--- src/design/gcol_pkg.sv ---
// Shared types and constants for the greedy graph coloring block.
// No dependencies; imported by every module of the block.
package gcol_pkg;

	// Sizes fixed by the item fields.
	localparam int MAX_VERTICES_DEF = 64;
	localparam int VIDX_W           = 6;
	localparam int COLOR_W          = 6;
	localparam int CNT_W            = 7;
	localparam int NUM_COLORS       = 64;
	localparam int CHUNK_W          = 8;
	localparam int NUM_CHUNKS       = NUM_COLORS / CHUNK_W;
	localparam int CHUNK_IDX_W      = $clog2(NUM_CHUNKS);
	localparam int CHUNK_POS_W      = $clog2(CHUNK_W);

	// Configuration port.
	localparam int APB_ADDR_W = 3;
	localparam int APB_DATA_W = 32;
	localparam logic REG_VERTEX_COUNT = 1'b0;
	localparam logic [CNT_W-1:0] VERTEX_COUNT_RST = 7'd64;

	// Item actions.
	localparam logic ACT_COLOR = 1'b0;
	localparam logic ACT_CLEAR = 1'b1;

	// Sequencer states.
	typedef enum logic [1:0] {
		ST_IDLE,
		ST_SCAN,
		ST_SEARCH
	} gcol_state_t;

	// Result of the free-color search over one chunk.
	typedef struct packed {
		logic                   found;
		logic [CHUNK_POS_W-1:0] pos;
	} ff_res_t;

endpackage

--- src/design/gcol_color_mem.sv ---
// Color table memory: one write port, one registered read port.
// Depends on gcol_pkg for the color width.
module gcol_color_mem
	import gcol_pkg::*;
#(
	parameter int DEPTH = MAX_VERTICES_DEF
) (
	input  logic                     clk,
	input  logic                     wr_en,
	input  logic [$clog2(DEPTH)-1:0] wr_addr,
	input  logic [COLOR_W-1:0]       wr_data,
	input  logic [$clog2(DEPTH)-1:0] rd_addr,
	output logic [COLOR_W-1:0]       rd_data
);

	logic [COLOR_W-1:0] mem_q [DEPTH];

	// Write port.
	always_ff @(posedge clk) begin
		if (wr_en) begin
			mem_q[wr_addr] <= wr_data;
		end
	end

	// Registered read port.
	always_ff @(posedge clk) begin
		rd_data <= mem_q[rd_addr];
	end

endmodule

--- src/design/gcol_first_free.sv ---
// Find-first-zero over one chunk of the taken-color set.
// Depends on gcol_pkg for the chunk size and result struct.
module gcol_first_free
	import gcol_pkg::*;
(
	input  logic [CHUNK_W-1:0] bits,
	output ff_res_t            res
);

	// Lowest clear bit wins; with none clear the position reads all ones.
	always_comb begin
		res.found = 1'b0;
		res.pos   = '1;
		for (int i = CHUNK_W - 1; i >= 0; i--) begin
			if (!bits[i]) begin
				res.found = 1'b1;
				res.pos   = CHUNK_POS_W'(i);
			end
		end
	end

endmodule

--- src/design/greedy_graph_coloring.sv ---
// Top level of the greedy graph coloring block: sequencer, scan datapath, APB register.
// Depends on gcol_pkg, gcol_color_mem and gcol_first_free.
//
// Channel   Ports                                             Handshake
// input     action, vertex_index, neighbor_mask               start high while busy low
// result    vertex_index_res, color, colors_used              done high for one cycle
// config    psel, penable, pwrite, paddr, pwdata, prdata      APB, pready always high
//
// A color item scans the neighbor slots, one table read per neighbor slot through
// the single color table port, then searches for a free color at eight colors per
// cycle; done follows in the cycle after the search ends.
// A clear item raises done in the cycle after it is accepted. busy is low again in the
// cycle that shows done. Reset clears all colored flags at once; no sweep is needed.
module greedy_graph_coloring
	import gcol_pkg::*;
#(
	parameter int MAX_VERTICES = MAX_VERTICES_DEF
) (
	input  logic                  clk,
	input  logic                  arst_n,
	// Input item
	input  logic                  start,
	output logic                  busy,
	input  logic                  action,
	input  logic [VIDX_W-1:0]     vertex_index,
	input  logic [63:0]           neighbor_mask,
	// Result item
	output logic                  done,
	output logic [VIDX_W-1:0]     vertex_index_res,
	output logic [COLOR_W-1:0]    color,
	output logic [CNT_W-1:0]      colors_used,
	// Configuration
	input  logic                  psel,
	input  logic                  penable,
	input  logic                  pwrite,
	input  logic [APB_ADDR_W-1:0] paddr,
	input  logic [APB_DATA_W-1:0] pwdata,
	output logic [APB_DATA_W-1:0] prdata,
	output logic                  pready
);

	localparam int IDX_W  = $clog2(MAX_VERTICES);
	localparam int SCAN_W = $clog2(MAX_VERTICES + 1);

	gcol_state_t state_q, state_d;

	logic [CNT_W-1:0]        vcount_q;
	logic [MAX_VERTICES-1:0] colored_q;
	logic [CNT_W-1:0]        max_q;
	logic [VIDX_W-1:0]       vidx_q;
	logic [MAX_VERTICES-1:0] mask_q;
	logic [SCAN_W-1:0]       scan_cnt_q;
	logic                    hit_q;
	logic [NUM_COLORS-1:0]   taken_q;
	logic [CHUNK_IDX_W-1:0]  chunk_q;
	logic                    done_q;

	logic                    accept;
	logic                    accept_color;
	logic                    accept_clear;
	logic                    in_scan;
	logic                    in_search;
	logic                    scan_last;
	logic                    finish;
	logic                    vidx_in_range;
	logic [MAX_VERTICES-1:0] init_mask;
	logic [IDX_W-1:0]        rd_addr;
	logic [COLOR_W-1:0]      rd_data;
	logic [COLOR_W-1:0]      new_color;
	logic [CNT_W-1:0]        color_p1;
	logic [CNT_W-1:0]        new_max;
	logic                    cfg_wr;
	ff_res_t                 ff_res;

	// Handshake decode.
	assign accept       = start && (state_q == ST_IDLE);
	assign accept_color = accept && (action == ACT_COLOR);
	assign accept_clear = accept && (action == ACT_CLEAR);

	// Sequencer next state.
	always_comb begin
		state_d = state_q;
		case (state_q)
			ST_IDLE: begin
				if (accept_color) state_d = ST_SCAN;
			end
			ST_SCAN: begin
				if (scan_last) state_d = ST_SEARCH;
			end
			ST_SEARCH: begin
				if (finish) state_d = ST_IDLE;
			end
			default: state_d = ST_IDLE;
		endcase
	end

	// Sequencer outputs.
	always_comb begin
		busy      = 1'b1;
		in_scan   = 1'b0;
		in_search = 1'b0;
		case (state_q)
			ST_IDLE:   busy      = 1'b0;
			ST_SCAN:   in_scan   = 1'b1;
			ST_SEARCH: in_search = 1'b1;
			default:   busy      = 1'b1;
		endcase
	end

	always_ff @(posedge clk or negedge arst_n) begin
		if (!arst_n) begin
			state_q <= ST_IDLE;
		end else begin
			state_q <= state_d;
		end
	end

	// Neighbors worth reading: in range of the count, not the vertex itself, already colored.
	always_comb begin
		for (int j = 0; j < MAX_VERTICES; j++) begin
			init_mask[j] = neighbor_mask[j] && (vcount_q > CNT_W'(j)) &&
				(vertex_index != VIDX_W'(j)) && colored_q[j];
		end
	end

	// Scan control: one table read per slot, the data arrives in the next cycle.
	assign scan_last = (scan_cnt_q == SCAN_W'(MAX_VERTICES));
	assign rd_addr   = scan_last ? '0 : scan_cnt_q[IDX_W-1:0];

	gcol_color_mem #(
		.DEPTH(MAX_VERTICES)
	) u_mem (
		.clk     (clk),
		.wr_en   (finish && vidx_in_range),
		.wr_addr (vidx_q[IDX_W-1:0]),
		.wr_data (new_color),
		.rd_addr (rd_addr),
		.rd_data (rd_data)
	);

	// Free-color search looks at the low chunk of the shifting taken set.
	gcol_first_free u_ff (
		.bits (taken_q[CHUNK_W-1:0]),
		.res  (ff_res)
	);

	assign finish        = in_search && (ff_res.found || (chunk_q == CHUNK_IDX_W'(NUM_CHUNKS - 1)));
	assign new_color     = {chunk_q, ff_res.pos};
	assign color_p1      = {1'b0, new_color} + CNT_W'(1);
	assign new_max       = (color_p1 > max_q) ? color_p1 : max_q;
	assign vidx_in_range = ({1'b0, vidx_q} < CNT_W'(MAX_VERTICES));

	// Scan and search datapath.
	always_ff @(posedge clk or negedge arst_n) begin
		if (!arst_n) begin
			scan_cnt_q <= '0;
			hit_q      <= 1'b0;
			chunk_q    <= '0;
		end else if (accept_color) begin
			scan_cnt_q <= '0;
			hit_q      <= 1'b0;
			chunk_q    <= '0;
		end else if (in_scan) begin
			if (!scan_last) begin
				scan_cnt_q <= scan_cnt_q + SCAN_W'(1);
				hit_q      <= mask_q[0];
			end else begin
				hit_q <= 1'b0;
			end
		end else if (in_search && !finish) begin
			chunk_q <= chunk_q + CHUNK_IDX_W'(1);
		end
	end

	// Payload side of the datapath.
	always_ff @(posedge clk) begin
		if (accept_color) begin
			mask_q  <= init_mask;
			taken_q <= '0;
			vidx_q  <= vertex_index;
		end else if (in_scan) begin
			mask_q <= mask_q >> 1;
			if (hit_q) begin
				taken_q <= taken_q | (NUM_COLORS'(1) << rd_data);
			end
		end else if (in_search) begin
			taken_q <= taken_q >> CHUNK_W;
		end
	end

	// Colored flags and the running color count.
	always_ff @(posedge clk or negedge arst_n) begin
		if (!arst_n) begin
			colored_q <= '0;
			max_q     <= '0;
		end else if (accept_clear) begin
			colored_q <= '0;
			max_q     <= '0;
		end else if (finish) begin
			max_q <= new_max;
			for (int j = 0; j < MAX_VERTICES; j++) begin
				if (vidx_q == VIDX_W'(j)) colored_q[j] <= 1'b1;
			end
		end
	end

	// Result strobe.
	always_ff @(posedge clk or negedge arst_n) begin
		if (!arst_n) begin
			done_q <= 1'b0;
		end else begin
			done_q <= finish || accept_clear;
		end
	end

	// Result payload.
	always_ff @(posedge clk) begin
		if (accept_clear) begin
			vertex_index_res <= '0;
			color            <= '0;
			colors_used      <= '0;
		end else if (finish) begin
			vertex_index_res <= vidx_q;
			color            <= new_color;
			colors_used      <= new_max;
		end
	end

	assign done = done_q;

	// Configuration register.
	assign cfg_wr = psel && penable && pwrite && (paddr[APB_ADDR_W-1] == REG_VERTEX_COUNT);

	always_ff @(posedge clk or negedge arst_n) begin
		if (!arst_n) begin
			vcount_q <= VERTEX_COUNT_RST;
		end else if (cfg_wr) begin
			vcount_q <= pwdata[CNT_W-1:0];
		end
	end

	assign prdata = (paddr[APB_ADDR_W-1] == REG_VERTEX_COUNT) ?
		{{(APB_DATA_W - CNT_W){1'b0}}, vcount_q} : '0;
	assign pready = 1'b1;

endmodule

--- config.mk ---
export PLATFORM = sky130hd
export DESIGN_NAME = greedy_graph_coloring
export DESIGN_NICKNAME = d
export VERILOG_FILES = /design/src/design/gcol_pkg.sv /design/src/design/gcol_color_mem.sv /design/src/design/gcol_first_free.sv /design/src/design/greedy_graph_coloring.sv
export SDC_FILE = /design/constraint.sdc
export NUM_CORES = 1
export LEC_CHECK = 0
export BUFFER_PORTS_ARGS = -buffer_cell sky130_fd_sc_hd__buf_2
export CORE_AREA = 2 2 305 307
export CTS_CLUSTER_DIAMETER = 60
export DETAILED_ROUTE_END_ITERATION = 6
export DIE_AREA = 0 0 307 309
export SYNTH_ARGS = -nofsm -noshare
export SYNTH_HDL_FRONTEND = slang
export SYNTH_SLANG_ARGS = --single-unit
--- constraint.sdc ---
create_clock -name clk -period 11.8 [get_ports clk]
set_clock_uncertainty 0.2 [all_clocks]
set_input_delay 2.36 -clock clk [delete_from_list [all_inputs] [get_ports clk]]
set_output_delay 2.36 -clock clk [all_outputs]
set_load 0.01 [all_outputs]
* Yosys cells after proc, flatten, opt, wreduce, memory -nomap -nowiden
Memories as Yosys holds them, arrays and structs flattened. A register that Yosys moved wholly into a read port is not among the register bits. Index checks and enable logic that the tools add are counted.
Storage, ports and cells: memories 1, bits in latches 0, output and inout port bits 54, bits in read-only memories 0, logic and storage cells 730, flip-flop bits (word level) 245, memory bits (writable) 384
Memory list:
- u_mem.mem_q | depth 64, bits a word 6, rd ports 1, clocked after memory_dff 1, wr ports 1, line gcol_color_mem.sv:16 | logic [COLOR_W-1:0] mem_q [DEPTH];
Operators by class: divide/modulo/power cells 0, eq/ne operators 136, reduce and logical (&&, ||, !) cells 342, $mul 0, bitwise logic cells 3, multiplexer cells 102, $add $sub $neg 3, shift-type cells 1, $lt $le $gt $ge 65
Operators by type and width (count):
- $mux 64 | 7
- $gt 7x6->1 const B | 32
- $logic_and 1x1->1 | 200
- $eq 6x6->1 const B | 32
- $ne 6x6->1 const B | 32
- $reduce_bool 2->1 | 68
- $reduce_and 2->1 | 67
- $gt 7x5->1 const B | 16
- $eq 6x5->1 const B | 16
- $ne 6x5->1 const B | 16
- $mux 1 | 72
- $or 64x64->64 | 1
- $shl 1x6->64 const A | 1
- $gt 7x4->1 const B | 8
- $mux 7 | 7
- $eq 6x4->1 const B | 8
- $ne 6x4->1 const B | 8
- $mux 4 | 8
- $gt 7x3->1 const B | 4
- $eq 6x3->1 const B | 4
- $ne 6x3->1 const B | 4
- $gt 7x1->1 const B | 2
- $gt 7x2->1 const B | 2
- $eq 6x2->1 const B | 2
- other kinds (23) | 35

* Longest topological paths before layout
Gate-level depths: netlist of the first run.
word-level depth 15, mapped depth 16, gate-level depth less buffers 15

* Hierarchy
Synthesis of the first run repeated with hierarchy kept, for this count alone.
Second synthesis, totals: cells, all modules 1968, area, all modules 26720.6 µm²
By module, submodules not included:
- gcol_color_mem | times used 1, cells each 727, area each 15177.1 µm²
- greedy_graph_coloring | times used 1, cells each 1228, area each 11482.3 µm²
- gcol_first_free | times used 1, cells each 13, area each 61.3 µm²

* Worst setup path after synthesis of the first run
OpenSTA, ideal clock, no wires.
path kind input port to flip-flop, start point input port start, end point register mask_q[0], enable pin, library setup time 0.692 ns, stages on the path 6, arrival time 4.378 ns, slack 6.530 ns, cells stage by stage nand2_1 or2_2 clkbuf_1 clkbuf_1 clkbuf_1 nand2_1
Between the ends: cells in the longest elaborated chain, start to end 3
RTL lines:
- start, declared | line greedy_graph_coloring.sv:22 | input logic start,
- $logic_and 1x1->1 | line greedy_graph_coloring.sv:76 | assign accept = start && (state_q == ST_IDLE);
- $logic_and 1x1->1 | line greedy_graph_coloring.sv:77 | assign accept_color = accept && (action == ACT_COLOR);
- $reduce_bool 2->1 (no source line)
- end signal, assigned | line greedy_graph_coloring.sv:178 | mask_q <= init_mask;
- end signal, assigned | line greedy_graph_coloring.sv:182 | mask_q <= mask_q >> 1;
- end, declared | line greedy_graph_coloring.sv:51 | logic [MAX_VERTICES-1:0] mask_q;
Every way passes these cells. A chain may end at the register's enable or synchronous reset.

* Worst setup path after layout of the first run
start point input port paddr[2], end point output port prdata[2]
Between the ends: cells in the longest elaborated chain, start to end 1
RTL lines:
- start, declared | line greedy_graph_coloring.sv:36 | input logic [APB_ADDR_W-1:0] paddr,
- $mux 7 | line greedy_graph_coloring.sv:242 | assign prdata = (paddr[APB_ADDR_W-1] == REG_VERTEX_COUNT) ?
- end, declared | line greedy_graph_coloring.sv:38 | output logic [APB_DATA_W-1:0] prdata,
Every way passes these cells.

==> results.cfg, run 1 <==
[outcome]
status = finished clean

[final_layout]
layout-drive-gt1-share_pct = 15.1
syn_to_final_growth_pct = 14.2
utilization_pct = 34.0
diodes = 0
n_fill_cell = 8969
nets = 2382

[power_and_ir_drop]
p_switching_mw = 1.03
power_mw = 4.73
p_per_area_nw_per_um2 = 152
pwr-share-clk_pct = 46.2
pwr-share-seq_pct = 50.5
leakage_nw = 10.8
ir_worst_vdd_mv = 0.124
swShare_pct = 21.9
p_comb_share_pct = 3.3
internal_power_mw = 3.70

[timing]
min_period_ns = 5.31
fmax_ghz = 0.188
fin_setup_tns_ns = 0
relSlewSlack_pct = 12.6
worstMarginPinSlew_ns = 1.31
fin_crit_sh_pct = 45.0
setup_viol = 0
grt_setup_unrepaired = false
final-hold-violation-count = 0
final_max_slew_viol_count = 0

[run]
maxCapViolCount = 0

[global_routing]
grt_start_max_net_pins = 114
grt_usage_pct = 17.2
grt_pass1_vias = 17800
antenna_found_initial = 0
grt-ovfl-total = 0
grt_pass1_wl_um = 122000

[setup_path]
cp_top_family = buffers and inverters
crit_type = input pin to output pin
worstPathCellList = buf_2 > nor2b_1 > buf_2
cp.required_ns = 9.24
rr_endpoint = u_mem.rd_data[5]
crit_top_cell = buf_2
reg2reg_from = scan_cnt_q[0]
cp_max_fo = 8
reg2regPathDepth = 10
crit_path_top_delay_cell = buf_2
cpPeakStageDelay_ns = 0.14
crit_arrival_ns = 2.75
crit_buf_inv = 2
cp-end-kind = output pin
ff2ff_setup_slack_ns = 6.75
cp-start-kind = input pin

[clocking]
htreeDepth = 3
clock_tree.root_cell = clkbuf_16
cts_inserted_buffers = 68
cts_resized = 0
cts_sinks = 635
cts.path.max_buffers = 3
insertion_delay_ns = 0.62
clkTransAtPathRegs_ns = 0.06
postCtsSetupRepairBufs = 0
cts_tree = built
cts_hold_buf = 0

[route]
dr_wl_met2_um = 36900
dr.max_layer_used = met4
drt_wl_total_um = 83200
drt_iter0_drc = 2077
drc_errors = 0
via_per_inst = 5.47
wl_met3_um = 7680
antenna_left = 0
vias = 19100
met1_length_um = 36000
wl_per_cell_um = 23.8
first_pass_iters = 5

[logic_synthesis]
synth_ff_type = edfxtp_1
synth_edf_count = 454
synth_cell_types = 77
ys_seq_area_share_pct = 65.2
syn_area_per_cell_um2 = 12.4
yosysWarnings = 0
async_reset_ff_share_pct = 14.5
synth_area_um2 = 27200
synthCells = 2194
ys_seq_elements = 635

[min_path]
worstHoldStart = taken_q[60]
hold_path_class = flip-flop to flip-flop
worstHoldPathCells = 2
holdPathEnd = taken_q[60]

[floorplan]
io_pins = 166
die_y_um = 309
start_util_pct = 29.7
dieArea_um2 = 94900
core_area_um2 = 91400
core.rowCount = 111
die_w_um = 307

[placed_design]
port_buffers = 112
dp_hpwl_um = 54800
place_congestion = 0.901
-- through the flow --
| step | hold slack, ns | cell area [µm²] | std cells | setup WS [ns] |
|---|---|---|---|---|
| after floorplan | 0.214 | 27300 | 2218 | 6.53 |
| after global placement | 0.224 | 28800 | 3374 | 6.50 |
| after detailed placement | 0.233 | 28800 | 3374 | 6.49 |
| after CTS | 0.252 | 31000 | 3498 | 6.48 |
| after global routing | 0.273 | 31000 | 3498 | 6.45 |
| final | 0.252 | 31000 | 3498 | 6.49 |
-- logic make-up after synthesis --
logic type,share of synthesized area (%)
muxes,4.75
xor gates and xnor gates,0.226
buffers and inverters,3.50
other,0.0276
and+or+nand+nor,9.62
DFF,65.2
AOI/OAI and AO/OA,16.1
adders and majority gates,0.552
-- synthesized netlist by cell type (37+ instances only) --
master | count | area share [%]
a21oi_1 | 169 | 3.1
clkbuf_1 | 98 | 1.4
dfrtp_1 | 91 | 8.4
dfxtp_1 | 89 | 6.6
edfxtp_1 | 454 | 50
mux2_2 | 44 | 1.8
mux2i_1 | 57 | 2.1
nand2_1 | 168 | 2.3
nand3_1 | 56 | 1.0
nor2_1 | 160 | 2.2
nor3_1 | 37 | 0.68
o2111ai_1 | 37 | 1.2
o21a_1 | 69 | 1.9
o21ai_0 | 151 | 2.8
o22ai_1 | 37 | 0.85
-- layout by cell type (no fill, tap or decap), types with 8 or more instances in the layout --
cell / instances
a2111oi_0: 10
a211oi_1: 12
a21o_1: 9
a21oi_1: 168
a221oi_1: 18
a31oi_1: 13
a32o_1: 11
and2_1: 11
buf_2: 111
buf_4: 34
clkbuf_1: 15
clkbuf_16: 69
clkinv_1: 9
clkinv_2: 11
conb_1: 26
dfrtp_1: 85
dfxtp_1: 89
edfxtp_1: 454
ha_1: 12
inv_1: 19
mux2_2: 44
mux2i_1: 57
mux4_2: 10
nand2_1: 167
nand2b_1: 32
nand3_1: 55
nand4_1: 19
nor2_1: 159
nor2b_1: 31
nor3_1: 36
o2111ai_1: 37
o211ai_1: 16
o21a_1: 69
o21ai_0: 151
o221ai_1: 9
o22ai_1: 37
o31ai_1: 29
o41ai_1: 8
or2_2: 8
or3_1: 8
-- worst reg2reg max path: stages (launching register included) --
cell and delay, ns:
dfrtp_4 0.61, clkinv_1 0.76, ha_1 0.55, nor4bb_4 0.15, buf_4 0.30, a21oi_2 0.54, buf_4 0.35, a32o_1 0.22
a221oi_1 0.10, a2111oi_1 0.77, o311ai_1 0.32
-- power by group through the flow --
stage          clock network [mW]  registers, mW  logic, mW
3_5_place_dp                    0           2.43      0.154
2_1_floorplan                   0           2.42      0.105
3_3_place_gp                    0           2.43      0.155
6_report                     2.18           2.39      0.157
5_1_grt                      2.30           2.39      0.169
4_1_cts                      2.20           2.39      0.155
-- state kept, by name (all words and copies together), names as in the netlist --
signal / cells
state_q: 2
mask_q: 64
colors_used: 7
colored_q: 64
max_q: 7
chunk_q: 3
vcount_q: 7
taken_q: 64
color: 6
done: 1
u_mem.rd_data: 6
hit_q: 1
scan_cnt_q: 7
vertex_index_res: 6
vidx_q: 6
u_mem.mem_q: 384
-- final cells by class --
| type | count | area [µm²] | area share (%) |
|---|---|---|---|
| flip-flops and latches | 635 | 17700 | 57.1 |
| multi-input cells | 1385 | 8660 | 27.9 |
| clock buffers | 91 | 1880 | 6.05 |
| well taps | 1186 | 1480 | 4.78 |
| repair buffers | 145 | 811 | 2.61 |
| clock inverters | 33 | 389 | 1.25 |
| inverters | 23 | 86.3 | 0.278 |
-- metal layers --
| metal | global-route usage (%) | vias to the layer above |
|---|---|---|
| met2 | 26.1 | 950 |
| met5 | 0 | - |
| met1 | 23.9 | 9564 |
| met3 | 4.04 | 163 |
| met4 | 6.49 | 0 |
| li1 | - | 8458 |
-- worst max-delay path by stage --
stage / from / cells past startpoint / to
2_1_floorplan: start / 6 / mask_q[0]
6_report: paddr[2] / 3 / prdata[2]
4_1_cts: paddr[2] / 3 / prdata[2]
3_3_place_gp: paddr[2] / 3 / prdata[2]
5_1_grt: paddr[2] / 3 / prdata[3]
3_5_place_dp: paddr[2] / 3 / prdata[2]
Note: power is estimated with default switching activity, not from simulation.
==> inputs of run 2 (changes only) <==
Settings changed: ABC_AREA from default to 1, CORE_AREA 2 2 305 307 to 2 2 312 314, DIE_AREA 0 0 307 309 to 0 0 314 316.
Clock period 11.8 ns to 5.4 ns, I/O delays scaled along.
==> results.cfg, run 2 <==
[route]
drt_wl_total_um = 80400
drc_errors = 0
drt_iter0_drc = 1965
antenna_left = 0
wl_per_cell_um = 18.6
vias = 20900
first_pass_iters = 5
via_per_inst = 4.84

[floorplan]
die_w_um = 314
core_area_um2 = 96000
dieArea_um2 = 99200
core.rowCount = 114
start_util_pct = 29.8
die_y_um = 316
io_pins = 166

[power_and_ir_drop]
leakage_nw = 12.5
swShare_pct = 21.2
p_switching_mw = 2.12
power_mw = 9.96
ir_worst_vdd_mv = 0.269
pwr-share-seq_pct = 52.2
internal_power_mw = 7.85
p_comb_share_pct = 2.7
p_per_area_nw_per_um2 = 307
pwr-share-clk_pct = 45.1

[final_layout]
syn_to_final_growth_pct = 13.3
diodes = 0
regMostFlops = u_mem.mem_q
final_common_cell = nand2_1
largest_reg_flops = 384
layout-drive-gt1-share_pct = 10.5
utilization_pct = 33.8
final_cell_mix = nand2_1 (633), edfxtp_1 (454), inv_1 (320), nor2_1 (311), o21ai_0 (176)
nets = 3111

[clocking]
insertion_delay_ns = 0.61
htreeDepth = 3
cts_hold_buf = 0
clock_tree.root_cell = clkbuf_16
postCtsSetupRepairBufs = 0
cts_resized = 0
clkTransAtPathRegs_ns = 0.06
cts_sinks = 635
cts_inserted_buffers = 66
cts_tree = built
cts.path.max_buffers = 3

[global_routing]
grt_start_max_net_pins = 195
grt_pass1_wl_um = 121000
antenna_found_initial = 1
grt-ovfl-total = 0
grt_usage_pct = 16.0
grt_pass1_vias = 19700

[logic_synthesis]
yosysWarnings = 0
ys_top_cells_by_count = nand2_1 (636), edfxtp_1 (454), inv_1 (321)
synthCells = 2932
synth_cell_types = 47
yosysTopAreaCell = edfxtp_1
ys_seq_elements = 635
synth_ff_type = edfxtp_1
synth_area_um2 = 28600
synth_top_area_share_pct = 47.6
synth_edf_count = 454
ys_seq_area_share_pct = 61.9
async_reset_ff_share_pct = 14.5
syn_area_per_cell_um2 = 9.76
synth_most_common_cell = nand2_1
synth.area.top_cells = edfxtp_1 (48%), nand2_1 (8.3%), dfrtp_1 (8.0%), dfxtp_1 (6.2%), inv_1 (4.2%)

[placed_design]
port_buffers = 112
place_congestion = 0.926
preCtsSetupSlack_ns = 1.34
dp_hpwl_um = 51900

[timing]
setup_ws_ns = 1.54
final-hold-violation-count = 0
fin_setup_tns_ns = 0
final_max_slew_viol_count = 0
fin_crit_sh_pct = 71.5
fmax_ghz = 0.259
setup_viol = 0
worstMarginPinSlew_ns = 1.10
min_period_ns = 3.86
grt_setup_unrepaired = false
relSlewSlack_pct = 26.3

[setup_path]
cp.required_ns = 5.66
cp-end-kind = flip-flop
cp-start-kind = flip-flop
crit_type = flip-flop to flip-flop
crit_arrival_ns = 4.12
cp_max_fo = 68

[run]
maxCapViolCount = 0

[min_path]
hold_path_class = flip-flop to flip-flop

[outcome]
status = finished clean
[run 2: cell count changes in the layout (fill, tap and decap cells not counted), sizes merged, moves of 33 or more]
cell     change
nand2      +470
o2111ai     +39
mux2i       -57
or2         +47
nand3b      +59
mux2        -43
inv        +305
nand2b      -33
a21oi       -74
nor2       +154
nand3      +112
[run 2: logic make-up after synthesis]
group | share of synthesized area (%)
and+or+nand+nor | 19.5
DFF | 61.9
buffers and inverters | 7.54
AOI/OAI and AO/OA | 10.4
adders and majority gates | 0.525
xor gates and xnor gates | 0.0919
other | 0.0262
muxes | 0.0394
[run 2: final timing paths]
kind | startpoint | slack, ns | to | cells after the start
max in group asynchronous | arst_n | 3.58 | colored_q[63] | 2
setup / recovery | taken_q[6] | 1.54 | max_q[4] | 15
setup reg to reg | taken_q[6] | 1.54 | max_q[4] | 15
min in group asynchronous | arst_n | 0.33 | colored_q[11] | 1
hold reg to reg | colors_used[5] | 0.25 | colors_used[5] | 2
hold / removal | colors_used[5] | 0.25 | colors_used[5] | 2
[run 2: power groups by stage]
stage          clock, mW  sequential [mW]  combinational (mW)
3_5_place_dp           0             5.30               0.267
2_1_floorplan          0             5.28               0.155
6_report            4.50             5.20               0.270
5_1_grt             4.75             5.20               0.296
3_3_place_gp           0             5.30               0.270
4_1_cts             4.56             5.20               0.268
[run 2: cell type report]
cell class	instances	area (µm²)
clock inverters	20	183
clock buffers	99	1920
repair buffers	144	853
fillers	9784	63600
inverters	326	1230
multi-input cells	1814	8900
well taps	1276	1600
flip-flops and latches	635	17700
[run 2: per-layer routing]
metal | track usage, % | wire [µm] | up-vias
met4 | 6.06 | 2680 | 2
met5 | 0 | 10 | -
met3 | 2.36 | 4760 | 152
li1 | - | - | 9981
met1 | 21.7 | 35600 | 10100
met2 | 25.9 | 37400 | 668
[run 2: critical path: stages, from the launching register on]
cell and delay (ns):
dfxtp_1 0.39, inv_1 0.08, a21boi_0 0.15, o21ai_0 0.25, a21oi_4 0.21, buf_4 0.61
nand2_1 0.16, xnor2_1 0.20, ha_1 0.32, nand2_1 0.05, nor2_1 0.15, nand2_1 0.08
o211ai_1 0.14, nand2_1 0.29, o21ai_0 0.31, o21ai_1 0.11
[run 2: metrics by stage]
stage | hold WS, ns | cell area (µm²) | std cells
2_1_floorplan | 0.232 | 28700 | 2956
3_3_place_gp | 0.236 | 30300 | 4195
3_5_place_dp | 0.239 | 30300 | 4195
4_1_cts | 0.254 | 32400 | 4314
5_1_grt | 0.279 | 32400 | 4314
6_report | 0.254 | 32400 | 4314
==> inputs of run 3 (changes only) <==
Settings changed: ABC_AREA 1 to 0, CORE_AREA 2 2 312 314 to 2 2 305 307, DIE_AREA 0 0 314 316 to 0 0 307 309.
Clock period 5.4 ns to 4 ns, I/O delays scaled along.
==> results.cfg, run 3 (synthesis results as in run 1) <==
[clocking]
cts_hold_buf = 0
cts_sinks = 635
clkTransAtPathRegs_ns = 0.07
insertion_delay_ns = 0.63
cts_tree = built
clock_tree.root_cell = clkbuf_16
cts.path.max_buffers = 3
htreeDepth = 3
postCtsSetupRepairBufs = 0
cts_inserted_buffers = 69

[setup_path]
reg2reg_from = taken_q[6]
crit_top_cell = ha_1
cp_top_family = compound AO/OA/AOI/OAI gates
crit_type = flip-flop to flip-flop
cp-start-kind = flip-flop
cp-end-kind = flip-flop
rr_endpoint = max_q[2]
ff2ff_setup_slack_ns = 0.38
cpPeakStageDelay_ns = 0.41
cp_max_fo = 7
worstPathCellList = nand2b_1 > a21boi_0 > o21ai_1 > nand2_1 > clkinvlp_4 > ha_1 > and3_1 > xor2_1 > ha_1 > a21o_1 > a21oi_1 > nor2b_1 > o31a_1 > o21ai_0 > a22o_1
crit_arrival_ns = 3.96
cp.required_ns = 4.34
crit_buf_inv = 1
crit_path_top_delay_cell = o31a_1
reg2regPathDepth = 15

[timing]
fin_crit_sh_pct = 90.6
grt_setup_unrepaired = false
relSlewSlack_pct = 25.5
worstMarginPinSlew_ns = 1.11
final_max_slew_viol_count = 0
fin_setup_tns_ns = 0
final-hold-violation-count = 0
setup_viol = 0
min_period_ns = 3.62
fmax_ghz = 0.276

[power_and_ir_drop]
leakage_nw = 11.2
internal_power_mw = 10.8
swShare_pct = 21.9
power_mw = 13.8
ir_worst_vdd_mv = 0.351
pwr-share-seq_pct = 51.1
p_switching_mw = 3.03
p_comb_share_pct = 3.3
p_per_area_nw_per_um2 = 437
pwr-share-clk_pct = 45.6

[global_routing]
grt_start_max_net_pins = 178
grt_usage_pct = 17.3
grt_pass1_wl_um = 122000
grt-ovfl-total = 0
grt_pass1_vias = 18400
antenna_found_initial = 1

[final_layout]
syn_to_final_growth_pct = 16.3
largest_reg_flops = 384
n_fill_cell = 8938
nets = 2460
diodes = 0
utilization_pct = 34.6
regMostFlops = u_mem.mem_q
final_common_cell = edfxtp_1
final_cell_mix = edfxtp_1 (454), a21oi_1 (169), nand2_1 (167), nor2_1 (159), o21ai_0 (150)
layout-drive-gt1-share_pct = 17.6
final_cells = 3575

[route]
antenna_left = 0
drt_wl_total_um = 83400
vias = 19500
wl_per_cell_um = 23.3
drc_errors = 0
via_per_inst = 5.44
first_pass_iters = 5
drt_iter0_drc = 2252

[placed_design]
dp_hpwl_um = 56000
placed_cells = 3451
place_congestion = 0.905
port_buffers = 112

[floorplan]
core_area_um2 = 91400
dieArea_um2 = 94900
io_pins = 166
start_util_pct = 29.7
die_y_um = 309
core.rowCount = 111
die_w_um = 307

[min_path]
hold_path_class = input pin to asynchronous set/reset pin

[run]
maxCapViolCount = 0

[outcome]
status = finished clean
==> run 3: layer usage <==
metal | up-vias | GRT usage, % | routed length [µm]
met5 | - | 0 | 0
met3 | 165 | 3.08 | 7120
met1 | 9597 | 24.1 | 36200
met2 | 1048 | 27.0 | 37200
li1 | 8645 | - | -
met4 | 0 | 6.48 | 2880
==> run 3: power by group through the flow <==
stage	clock network [mW]	registers, mW	logic (mW)
after global placement	0	7.20	0.445
after global routing	6.64	7.07	0.484
after detailed placement	0	7.20	0.442
after floorplan	0	7.13	0.311
after CTS	6.37	7.06	0.444
final	6.30	7.06	0.454
==> run 3: final cells by class <==
class                   count  area (µm²)  area share (%)
flip-flops and latches    635       17700            56.1
well taps                1186        1480            4.69
repair buffers            222        1450            4.59
clock inverters            28         310           0.981
multi-input cells        1385        8650            27.4
inverters                  23        90.1           0.285
clock buffers              96        1900            6.01
==> run 3: what timing repair did <==
action	in CTS	in global routing
gates resized for setup	0	1
setup endpoints to repair	0	12
endpoints found under the hold margin	0	0
==> run 3: worst max-delay path by stage <==
stage,from,to,slack [ns],depth (start not counted)
after floorplan,taken_q[6],max_q[2],0.09,16
after global placement,taken_q[6],colors_used[3],0.22,15
after detailed placement,taken_q[6],max_q[2],0.21,15
after CTS,taken_q[6],max_q[2],0.18,15
after global routing,taken_q[6],max_q[2],0.02,15
final,taken_q[6],max_q[2],0.38,15
==> run 3: through the flow <==
stage / instance area, µm² / setup WS, ns / hold WS [ns]
after global routing: 31600 / 0.0232 / 0.0668
after detailed placement: 29400 / 0.213 / 0.229
after CTS: 31600 / 0.175 / 0.0410
after global placement: 29400 / 0.216 / 0.224
after floorplan: 27300 / 0.0884 / 0.214
final: 31600 / 0.377 / 0.0225
